### config.mk
export PLATFORM = sky130hd
export DESIGN_NAME = prefix_expression_evaluator_core
export DESIGN_NICKNAME = d
export VERILOG_FILES = /design/src/hdl/pee_pkg.sv /design/src/hdl/prefix_expression_evaluator_core.sv /design/src/hdl/pee_ram.sv /design/src/hdl/pee_div.sv
export SDC_FILE = /design/constraint.sdc
export NUM_CORES = 2
export LEC_CHECK = 0
export BUFFER_PORTS_ARGS = -buffer_cell sky130_fd_sc_hd__buf_2
export CAP_MARGIN = 20
export CORE_MARGIN = 1
export CORE_UTILIZATION = 45
export CTS_BUF_LIST = sky130_fd_sc_hd__clkbuf_8
export CTS_CLUSTER_DIAMETER = 60
export CTS_CLUSTER_SIZE = 30
export DETAILED_ROUTE_END_ITERATION = 10
export GPL_TIMING_DRIVEN = 0
export PLACE_DENSITY_LB_ADDON = 0.1
export SKIP_LAST_GASP = 1
export SLEW_MARGIN = 20
export SYNTH_ARGS = -nofsm -noshare
export SYNTH_HDL_FRONTEND = slang
export SYNTH_SLANG_ARGS = --single-unit
export TNS_END_PERCENT = 1
### constraint.sdc
create_clock -name clk -period 16.9 [get_ports clk]
set_input_delay 1.69 -clock clk [delete_from_list [all_inputs] [get_ports clk]]
set_output_delay 1.69 -clock clk [all_outputs]
set_load 0.005 [all_outputs]
### src/hdl/pee_pkg.sv
// ----------------------------------------------------------------------------
// pee_pkg - shared definitions for the prefix expression evaluator
// Stack geometry, character codes, status codes and sequencer states.
// ----------------------------------------------------------------------------
package pee_pkg;

  localparam int STACK_DEPTH = 64;
  localparam int VALUE_WIDTH = 32;
  localparam int CNT_W       = $clog2(STACK_DEPTH + 1);
  localparam int ADDR_W      = $clog2(STACK_DEPTH);

  // character codes
  localparam logic [7:0] CH_ZERO  = 8'h30;  // '0'
  localparam logic [7:0] CH_NINE  = 8'h39;  // '9'
  localparam logic [7:0] CH_MUL   = 8'h2A;  // '*'
  localparam logic [7:0] CH_DIV   = 8'h2F;  // '/'
  localparam logic [7:0] CH_ADD   = 8'h2B;  // '+'
  localparam logic [7:0] CH_SUB   = 8'h2D;  // '-'

  typedef enum logic [1:0] {
    ST_OK    = 2'd0,
    ST_UNDER = 2'd1,
    ST_OVER  = 2'd2,
    ST_DIVZ  = 2'd3
  } status_t;

  typedef enum logic [1:0] {
    OP_MUL = 2'd0,
    OP_DIV = 2'd1,
    OP_ADD = 2'd2,
    OP_SUB = 2'd3
  } op_t;

  typedef enum logic [1:0] {
    S_IDLE = 2'd0,
    S_EXEC = 2'd1,
    S_DIV  = 2'd2,
    S_FIN  = 2'd3
  } state_t;

endpackage

### src/hdl/prefix_expression_evaluator_core.sv
// ----------------------------------------------------------------------------
// prefix_expression_evaluator_core - stack-based prefix expression evaluator
//
// Input stream: one character word per transfer, last character of the
// expression first. in_tdata carries the character, in_tlast marks the
// first character of the expression and closes it. Digits push 0..9,
// '*', '/', '+', '-' pop top a then b and push a op b; other bytes are
// ignored. Arithmetic wraps at 32 bits, division truncates toward zero.
// Output stream: one word per expression, value in out_tdata and status
// in out_tuser (0 ok, 1 underflow, 2 overflow, 3 divide by zero); value is
// 0 whenever status is not ok. Only the first error is kept.
// Timing: the stack top lives in a register, the rest in a RAM with
// registered read data. A digit or ignored byte is handled on acceptance;
// an operator does a RAM read, then executes; a division adds the 32
// bit-steps of the iterative divider, the sign fix and the result handoff.
// A closing word then loads the output register.
// Reset clears the sequencer state, stack count, status and output valid; no RAM clear.
// If the output register is still full when an expression closes, the
// core waits with in_tready low until the receiver takes the word.
// ----------------------------------------------------------------------------
module prefix_expression_evaluator_core (
  input  logic        clk,
  input  logic        rst_n,
  // input stream
  input  logic        in_tvalid,
  output logic        in_tready,
  input  logic [7:0]  in_tdata,   // [7:0] token
  input  logic        in_tlast,   // is_last
  // result stream
  output logic        out_tvalid,
  input  logic        out_tready,
  output logic [31:0] out_tdata,  // [31:0] value
  output logic [1:0]  out_tuser   // [1:0] status
);

  localparam int W = pee_pkg::VALUE_WIDTH;

  pee_pkg::state_t            state_r, state_nxt;
  logic [pee_pkg::CNT_W-1:0]  count_r, count_nxt;
  pee_pkg::status_t           err_r, err_nxt;
  logic [W-1:0]               top_r, top_nxt;
  pee_pkg::op_t               op_r, op_nxt;
  logic                       last_r, last_nxt;
  logic                       out_valid_r, out_valid_nxt;
  logic [31:0]                out_value_r, out_value_nxt;
  pee_pkg::status_t           out_status_r, out_status_nxt;

  // stack RAM holds entries below the top register
  logic                       ram_we;
  logic [pee_pkg::ADDR_W-1:0] ram_waddr;
  logic [pee_pkg::ADDR_W-1:0] ram_raddr;
  logic [W-1:0]               ram_rdata;

  logic                       div_start;
  logic                       div_done;
  logic [W-1:0]               div_q;

  logic                       in_acc;
  logic                       tok_digit;
  logic                       tok_op;
  pee_pkg::op_t               tok_kind;
  logic                       cnt_full;
  logic                       out_free;
  logic [W-1:0]               prod;
  logic [W-1:0]               sum;
  logic [W-1:0]               dif;

  assign in_tready = (state_r == pee_pkg::S_IDLE);
  assign in_acc    = in_tvalid && in_tready;
  assign cnt_full  = (count_r == pee_pkg::CNT_W'(pee_pkg::STACK_DEPTH));
  assign out_free  = !out_valid_r || out_tready;

  assign tok_digit = (in_tdata >= pee_pkg::CH_ZERO) && (in_tdata <= pee_pkg::CH_NINE);

  always_comb begin
    tok_op   = 1'b1;
    tok_kind = pee_pkg::OP_MUL;
    case (in_tdata)
      pee_pkg::CH_MUL: tok_kind = pee_pkg::OP_MUL;
      pee_pkg::CH_DIV: tok_kind = pee_pkg::OP_DIV;
      pee_pkg::CH_ADD: tok_kind = pee_pkg::OP_ADD;
      pee_pkg::CH_SUB: tok_kind = pee_pkg::OP_SUB;
      default:         tok_op   = 1'b0;
    endcase
  end

  // a = top register, b = entry just below it (RAM read data)
  assign prod = top_r * ram_rdata;
  assign sum  = top_r + ram_rdata;
  assign dif  = top_r - ram_rdata;

  // pushes write the old top at count-1; pops read count-2. A write
  // always lands before any read that could see it.
  assign ram_waddr = pee_pkg::ADDR_W'(count_r - pee_pkg::CNT_W'(1));
  assign ram_raddr = pee_pkg::ADDR_W'(count_r - pee_pkg::CNT_W'(2));

  always_comb begin
    state_nxt      = state_r;
    count_nxt      = count_r;
    err_nxt        = err_r;
    top_nxt        = top_r;
    op_nxt         = op_r;
    last_nxt       = last_r;
    out_valid_nxt  = out_valid_r && !out_tready;
    out_value_nxt  = out_value_r;
    out_status_nxt = out_status_r;
    ram_we         = 1'b0;
    div_start      = 1'b0;

    case (state_r)
      pee_pkg::S_IDLE: begin
        if (in_acc) begin
          last_nxt  = in_tlast;
          op_nxt    = tok_kind;
          state_nxt = in_tlast ? pee_pkg::S_FIN : pee_pkg::S_IDLE;
          if (tok_digit) begin
            if (cnt_full) begin
              if (err_r == pee_pkg::ST_OK) err_nxt = pee_pkg::ST_OVER;
            end else begin
              ram_we    = (count_r != '0);
              top_nxt   = W'(in_tdata - pee_pkg::CH_ZERO);
              count_nxt = count_r + 1'b1;
            end
          end else if (tok_op) begin
            if (count_r < pee_pkg::CNT_W'(2)) begin
              if (err_r == pee_pkg::ST_OK) err_nxt = pee_pkg::ST_UNDER;
            end else begin
              state_nxt = pee_pkg::S_EXEC;
            end
          end
        end
      end

      pee_pkg::S_EXEC: begin
        count_nxt = count_r - 1'b1;
        state_nxt = last_r ? pee_pkg::S_FIN : pee_pkg::S_IDLE;
        case (op_r)
          pee_pkg::OP_MUL: top_nxt = prod;
          pee_pkg::OP_ADD: top_nxt = sum;
          pee_pkg::OP_SUB: top_nxt = dif;
          pee_pkg::OP_DIV: begin
            if (ram_rdata == '0) begin
              if (err_r == pee_pkg::ST_OK) err_nxt = pee_pkg::ST_DIVZ;
              top_nxt = '0;
            end else begin
              div_start = 1'b1;
              state_nxt = pee_pkg::S_DIV;
            end
          end
          default: top_nxt = top_r;
        endcase
      end

      pee_pkg::S_DIV: begin
        if (div_done) begin
          top_nxt   = div_q;
          state_nxt = last_r ? pee_pkg::S_FIN : pee_pkg::S_IDLE;
        end
      end

      pee_pkg::S_FIN: begin
        if (out_free) begin
          out_valid_nxt = 1'b1;
          if (err_r != pee_pkg::ST_OK) begin
            out_status_nxt = err_r;
            out_value_nxt  = '0;
          end else if (count_r == '0) begin
            out_status_nxt = pee_pkg::ST_UNDER;
            out_value_nxt  = '0;
          end else begin
            out_status_nxt = pee_pkg::ST_OK;
            out_value_nxt  = 32'(signed'(top_r));
          end
          count_nxt = '0;
          err_nxt   = pee_pkg::ST_OK;
          state_nxt = pee_pkg::S_IDLE;
        end
      end

      default: state_nxt = pee_pkg::S_IDLE;
    endcase
  end

  always_ff @(posedge clk) begin
    if (!rst_n) begin
      state_r     <= pee_pkg::S_IDLE;
      count_r     <= '0;
      err_r       <= pee_pkg::ST_OK;
      out_valid_r <= 1'b0;
    end else begin
      state_r     <= state_nxt;
      count_r     <= count_nxt;
      err_r       <= err_nxt;
      out_valid_r <= out_valid_nxt;
    end
    top_r        <= top_nxt;
    op_r         <= op_nxt;
    last_r       <= last_nxt;
    out_value_r  <= out_value_nxt;
    out_status_r <= out_status_nxt;
  end

  pee_ram #(
    .WIDTH (W),
    .DEPTH (pee_pkg::STACK_DEPTH)
  ) u_stack (
    .clk     (clk),
    .wr_en   (ram_we),
    .wr_addr (ram_waddr),
    .wr_data (top_r),
    .rd_addr (ram_raddr),
    .rd_data (ram_rdata)
  );

  pee_div u_div (
    .clk      (clk),
    .rst_n    (rst_n),
    .start    (div_start),
    .dividend (top_r),
    .divisor  (ram_rdata),
    .done     (div_done),
    .quotient (div_q)
  );

  assign out_tvalid = out_valid_r;
  assign out_tdata  = out_value_r;
  assign out_tuser  = out_status_r;

  // stack count never exceeds the depth
  a_count_range: assert property (@(posedge clk) disable iff (!rst_n)
    count_r <= pee_pkg::CNT_W'(pee_pkg::STACK_DEPTH))
    else $error("stack count beyond depth");

  // closing an expression loads the output and empties the stack
  a_fin_load: assert property (@(posedge clk) disable iff (!rst_n)
    (state_r == pee_pkg::S_FIN && out_free) |=>
      (out_valid_r && count_r == '0 && err_r == pee_pkg::ST_OK))
    else $error("close did not load output or clear stack");

  // a failed expression reports a zero value
  a_err_zero: assert property (@(posedge clk) disable iff (!rst_n)
    (out_valid_r && out_status_r != pee_pkg::ST_OK) |-> (out_value_r == '0))
    else $error("nonzero value with error status");

  // divider start moves the sequencer into the divide wait
  a_div_wait: assert property (@(posedge clk) disable iff (!rst_n)
    div_start |=> (state_r == pee_pkg::S_DIV))
    else $error("divider started outside divide wait");

endmodule

### src/hdl/pee_ram.sv
// ----------------------------------------------------------------------------
// pee_ram - generic single-write, single-read synchronous RAM
// One write port, one read port, read data registered.
// ----------------------------------------------------------------------------
module pee_ram #(
  parameter int WIDTH = 32,
  parameter int DEPTH = 64
) (
  input  logic                     clk,
  input  logic                     wr_en,
  input  logic [$clog2(DEPTH)-1:0] wr_addr,
  input  logic [WIDTH-1:0]         wr_data,
  input  logic [$clog2(DEPTH)-1:0] rd_addr,
  output logic [WIDTH-1:0]         rd_data
);

  logic [WIDTH-1:0] mem [DEPTH];

  always_ff @(posedge clk) begin
    if (wr_en) begin
      mem[wr_addr] <= wr_data;
    end
    rd_data <= mem[rd_addr];
  end

endmodule

### src/hdl/pee_div.sv
// ----------------------------------------------------------------------------
// pee_div - iterative signed divider
// Restoring division on magnitudes, one quotient bit per cycle, then a
// sign fix step. Truncates toward zero. Divisor must be nonzero.
// ----------------------------------------------------------------------------
module pee_div (
  input  logic                            clk,
  input  logic                            rst_n,
  input  logic                            start,
  input  logic [pee_pkg::VALUE_WIDTH-1:0] dividend,
  input  logic [pee_pkg::VALUE_WIDTH-1:0] divisor,
  output logic                            done,
  output logic [pee_pkg::VALUE_WIDTH-1:0] quotient
);

  localparam int W   = pee_pkg::VALUE_WIDTH;
  localparam int CW  = $clog2(W);

  logic          busy_r, busy_nxt;
  logic          fix_r, fix_nxt;
  logic          done_r, done_nxt;
  logic          neg_r, neg_nxt;
  logic [CW-1:0] cnt_r, cnt_nxt;
  logic [W-1:0]  rem_r, rem_nxt;
  logic [W-1:0]  quo_r, quo_nxt;
  logic [W-1:0]  mb_r, mb_nxt;
  logic [W-1:0]  q_r, q_nxt;
  logic [W:0]    rem_sh;
  logic [W:0]    diff;

  // remainder stays below the divisor, so it fits in W bits
  assign rem_sh = {rem_r, quo_r[W-1]};
  assign diff   = rem_sh - {1'b0, mb_r};

  always_comb begin
    busy_nxt = busy_r;
    fix_nxt  = 1'b0;
    done_nxt = 1'b0;
    neg_nxt  = neg_r;
    cnt_nxt  = cnt_r;
    rem_nxt  = rem_r;
    quo_nxt  = quo_r;
    mb_nxt   = mb_r;
    q_nxt    = q_r;
    if (start) begin
      busy_nxt = 1'b1;
      neg_nxt  = dividend[W-1] ^ divisor[W-1];
      quo_nxt  = dividend[W-1] ? (~dividend + 1'b1) : dividend;
      mb_nxt   = divisor[W-1] ? (~divisor + 1'b1) : divisor;
      rem_nxt  = '0;
      cnt_nxt  = CW'(W - 1);
    end else if (busy_r) begin
      if (diff[W]) begin
        rem_nxt = rem_sh[W-1:0];
        quo_nxt = {quo_r[W-2:0], 1'b0};
      end else begin
        rem_nxt = diff[W-1:0];
        quo_nxt = {quo_r[W-2:0], 1'b1};
      end
      cnt_nxt = cnt_r - 1'b1;
      if (cnt_r == '0) begin
        busy_nxt = 1'b0;
        fix_nxt  = 1'b1;
      end
    end else if (fix_r) begin
      q_nxt    = neg_r ? (~quo_r + 1'b1) : quo_r;
      done_nxt = 1'b1;
    end
  end

  always_ff @(posedge clk) begin
    if (!rst_n) begin
      busy_r <= 1'b0;
      fix_r  <= 1'b0;
      done_r <= 1'b0;
    end else begin
      busy_r <= busy_nxt;
      fix_r  <= fix_nxt;
      done_r <= done_nxt;
    end
    neg_r <= neg_nxt;
    cnt_r <= cnt_nxt;
    rem_r <= rem_nxt;
    quo_r <= quo_nxt;
    mb_r  <= mb_nxt;
    q_r   <= q_nxt;
  end

  assign done     = done_r;
  assign quotient = q_r;

endmodule
==> run metrics <==
min Tclk post-route 9.861 ns; Post-synth EDFFs 2,214; RSZ-0062 raised after global routing false; Avg Vias per Cell 5.945; final setup fails 0; startpoint types flop; total number of vias 60,240; routability cong. 0.9268; post-synth cell types 79; final WL 332,000 um; Final Hold Vio Count 0; postcts setup bufs 0; outcome completed; synthesized area 109,000 um^2; CTS buffer count 149; Final HPWL DP 248,000 um; fin crit share 58.35%; Synth Area per Inst 17.08 um^2; top sig layer met5; post-CTS sizing 0; FMAX 101.4 MHz; Seq/Total Area, Yosys 62.53%; DR WL met2 159,000 um; IO buf count 48; antenna violations before repair 31; pins over their slew limit 0; GRT Residual Overflow 0; Total GRT Usage 27.61%; clk slew on worst S/H paths 0.11 ns; routed len/inst 32.77 um; CP peak stage delay 0.87 ns; P&R area growth vs syn 12.08%; Worst Hold Class flop to flop; Hold Buf Count CTS 0; Worst-Margin Slew 1.227 ns; Most used DFF post-synth edfxtp_1; drt drc 0; initial core utilization 45.28%; layout cells sized above 1 19.98%; CTS tree yes; Final Skew 0.1334 ns; Die Wd 494.2 um; largest net degree at the start of global routing 42; first-pass GRT wire length 469,600 um; Boundary Pins 49; worst-path fanout max 19; wl on met1 134,400 um; die span in y 494.2 um; Pre-antenna DRT Iters 7; Crit-path slowest cell edfxtp_1; CTS max path bufs 3; crit path kind flop to flop; Critical Path End Type flop; htree depth 4; #FFs+latches synth 2,298; Root Driver clkbuf_8; std cell rows 180; Top cell by count, worst path fa_1; TNS Setup 0 ns; Syn. warnings 0; Hold Path Depth 2; crit path DAT 10.49 ns; vias in the first global route 60,900; Syn Nets 7,008; ys async rst share 0%; synthesized netlist cell count 6,381; critical path, cell by cell buf_8 -> clkbuf_1 -> clkbuf_1 -> nand2_1 -> fa_1 -> fa_1 -> fa_1 -> fa_1 -> fa_1 -> inv_1 -> fa_1 -> fa_1 -> fa_1 -> ha_1 -> and3_1 -> and3_1 -> nand4_1 -> o21ai_0 -> a31oi_1 -> xnor2_1 -> a221oi_1 -> o31ai_1; max_slew headroom 18.22%; clk sinks 2,298; fin nets 7,435; core footprint 240,800 um^2; Post-DRT Antenna Nets 0; Required @ worst endpoint 17.53 ns; DRT iter0 DRCs 6,894; Worst R2R Path Depth 22; Max-cap violations 0; Die Area 244,200 um^2; worst skew pair latency 1.03 ns; met3 WL 25,380 um
## per-layer routing
metal  track usage, %  up-vias
met5                0        -
met4            9.324       18
met3            5.088      482
met2            44.64     2424
met1            37.77    32370
li1                 -    24950
## kinds of logic (layout without fill, tap and decap cells)
logic type	Yosys count	after routing	synth area share, %
and+or+nand+nor	1151	1151	5.314
adders and majority gates	614	614	9.870
DFF	2298	2298	62.53
muxes	718	718	14.26
AOI/OAI and AO/OA	527	527	3.094
other	0	13	0
xor gates and xnor gates	263	263	2.113
buffers and inverters	810	1365	2.825
## registers in the layout (all words and copies together) (netlist names), 5 cells and up
name / cells
u_div.quotient: 32
out_tdata: 32
count_r: 7
u_stack.rd_data: 32
u_div.rem_r: 32
u_div.quo_r: 32
u_div.cnt_r: 5
u_stack.mem: 2048
top_r: 32
u_div.mb_r: 32
## cells in the final DEF (no fill, tap or decap), drive strengths merged, types with 44 or more instances in the layout
master / count
fa: 410
ha: 204
a21oi: 109
a21o: 48
mux2i: 44
edfxtp: 2214
mux4: 667
dfxtp: 84
clkbuf: 427
inv: 524
and2: 342
clkinv: 49
buf: 350
xnor2: 166
nand3: 50
nor2: 167
o21ai: 171
nand2: 393
xor2: 97
## metrics by stage
stage	worst slack, ns	std cells	util (%)	hold WS [ns]	instance area [um^2]
6_report	7.039	10130	50.75	0.5032	122200
5_1_grt	6.767	10130	50.74	0.5334	122200
4_1_cts	7.089	10120	50.73	0.5048	122100
3_5_place_dp	7.172	9841	49.13	0.4786	118300
3_3_place_gp	5.743	9614	47.04	0.4395	113200
2_1_floorplan	8.972	6381	-	0.4246	109000
## worst max-delay path: cells and delay by family, from the launching register on
family	cells	cell delay (ns)
AO/OA/AOI/OAI	4	1.39
XOR/XNOR	1	0.27
adder cells (fa/ha/maj)	9	4.56
buffers and inverters	4	1.75
flip-flops	1	0.87
AND/OR/NAND/NOR	4	0.69
## cells in the mapped netlist, types with 19 or more instances
cell,instances,area share (%)
xnor2_1,166,1.3
fa_1,410,7.5
o21a_1,19,0.13
a21o_1,48,0.33
inv_1,456,1.6
nor2_1,167,0.58
o31ai_1,37,0.25
o21ai_0,166,0.76
dfxtp_1,84,1.5
edfxtp_1,2214,61
mux2i_1,44,0.40
or3_1,33,0.19
a21oi_1,109,0.50
xor2_1,97,0.78
clkbuf_1,271,0.93
buf_1,68,0.23
nand3_1,50,0.23
mux4_2,667,14
nor3_1,35,0.16
ha_1,204,2.3
nand2b_1,26,0.15
nand2_1,393,1.4
and2_1,342,2.0
and3_1,19,0.11
## layout make-up
cell class	count	area (um^2)
diodes	13	32.53
repair buffers	276	4696
clock buffers	149	2051
plain buffers	352	1429
flip-flops and latches	2298	68170
clock inverters	130	1799
multi-input cells	3273	38310
inverters	458	1719
fillers	19710	118600
well taps	3185	3985
## final timing paths
path	start	to	slack, ns
max	top_r[16]$_DFFE_PP_	top_r[28]$_DFFE_PP_	7.04
min	u_div.rem_r[30]$_SDFFE_PP0P_	u_div.rem_r[31]$_SDFFE_PP0P_	0.50
max reg2reg	top_r[16]$_DFFE_PP_	top_r[28]$_DFFE_PP_	7.04
min reg2reg	u_div.rem_r[30]$_SDFFE_PP0P_	u_div.rem_r[31]$_SDFFE_PP0P_	0.50
Power is not shown: default switching activity piles up to over one toggle a cycle in this logic, so the estimate is an artifact.
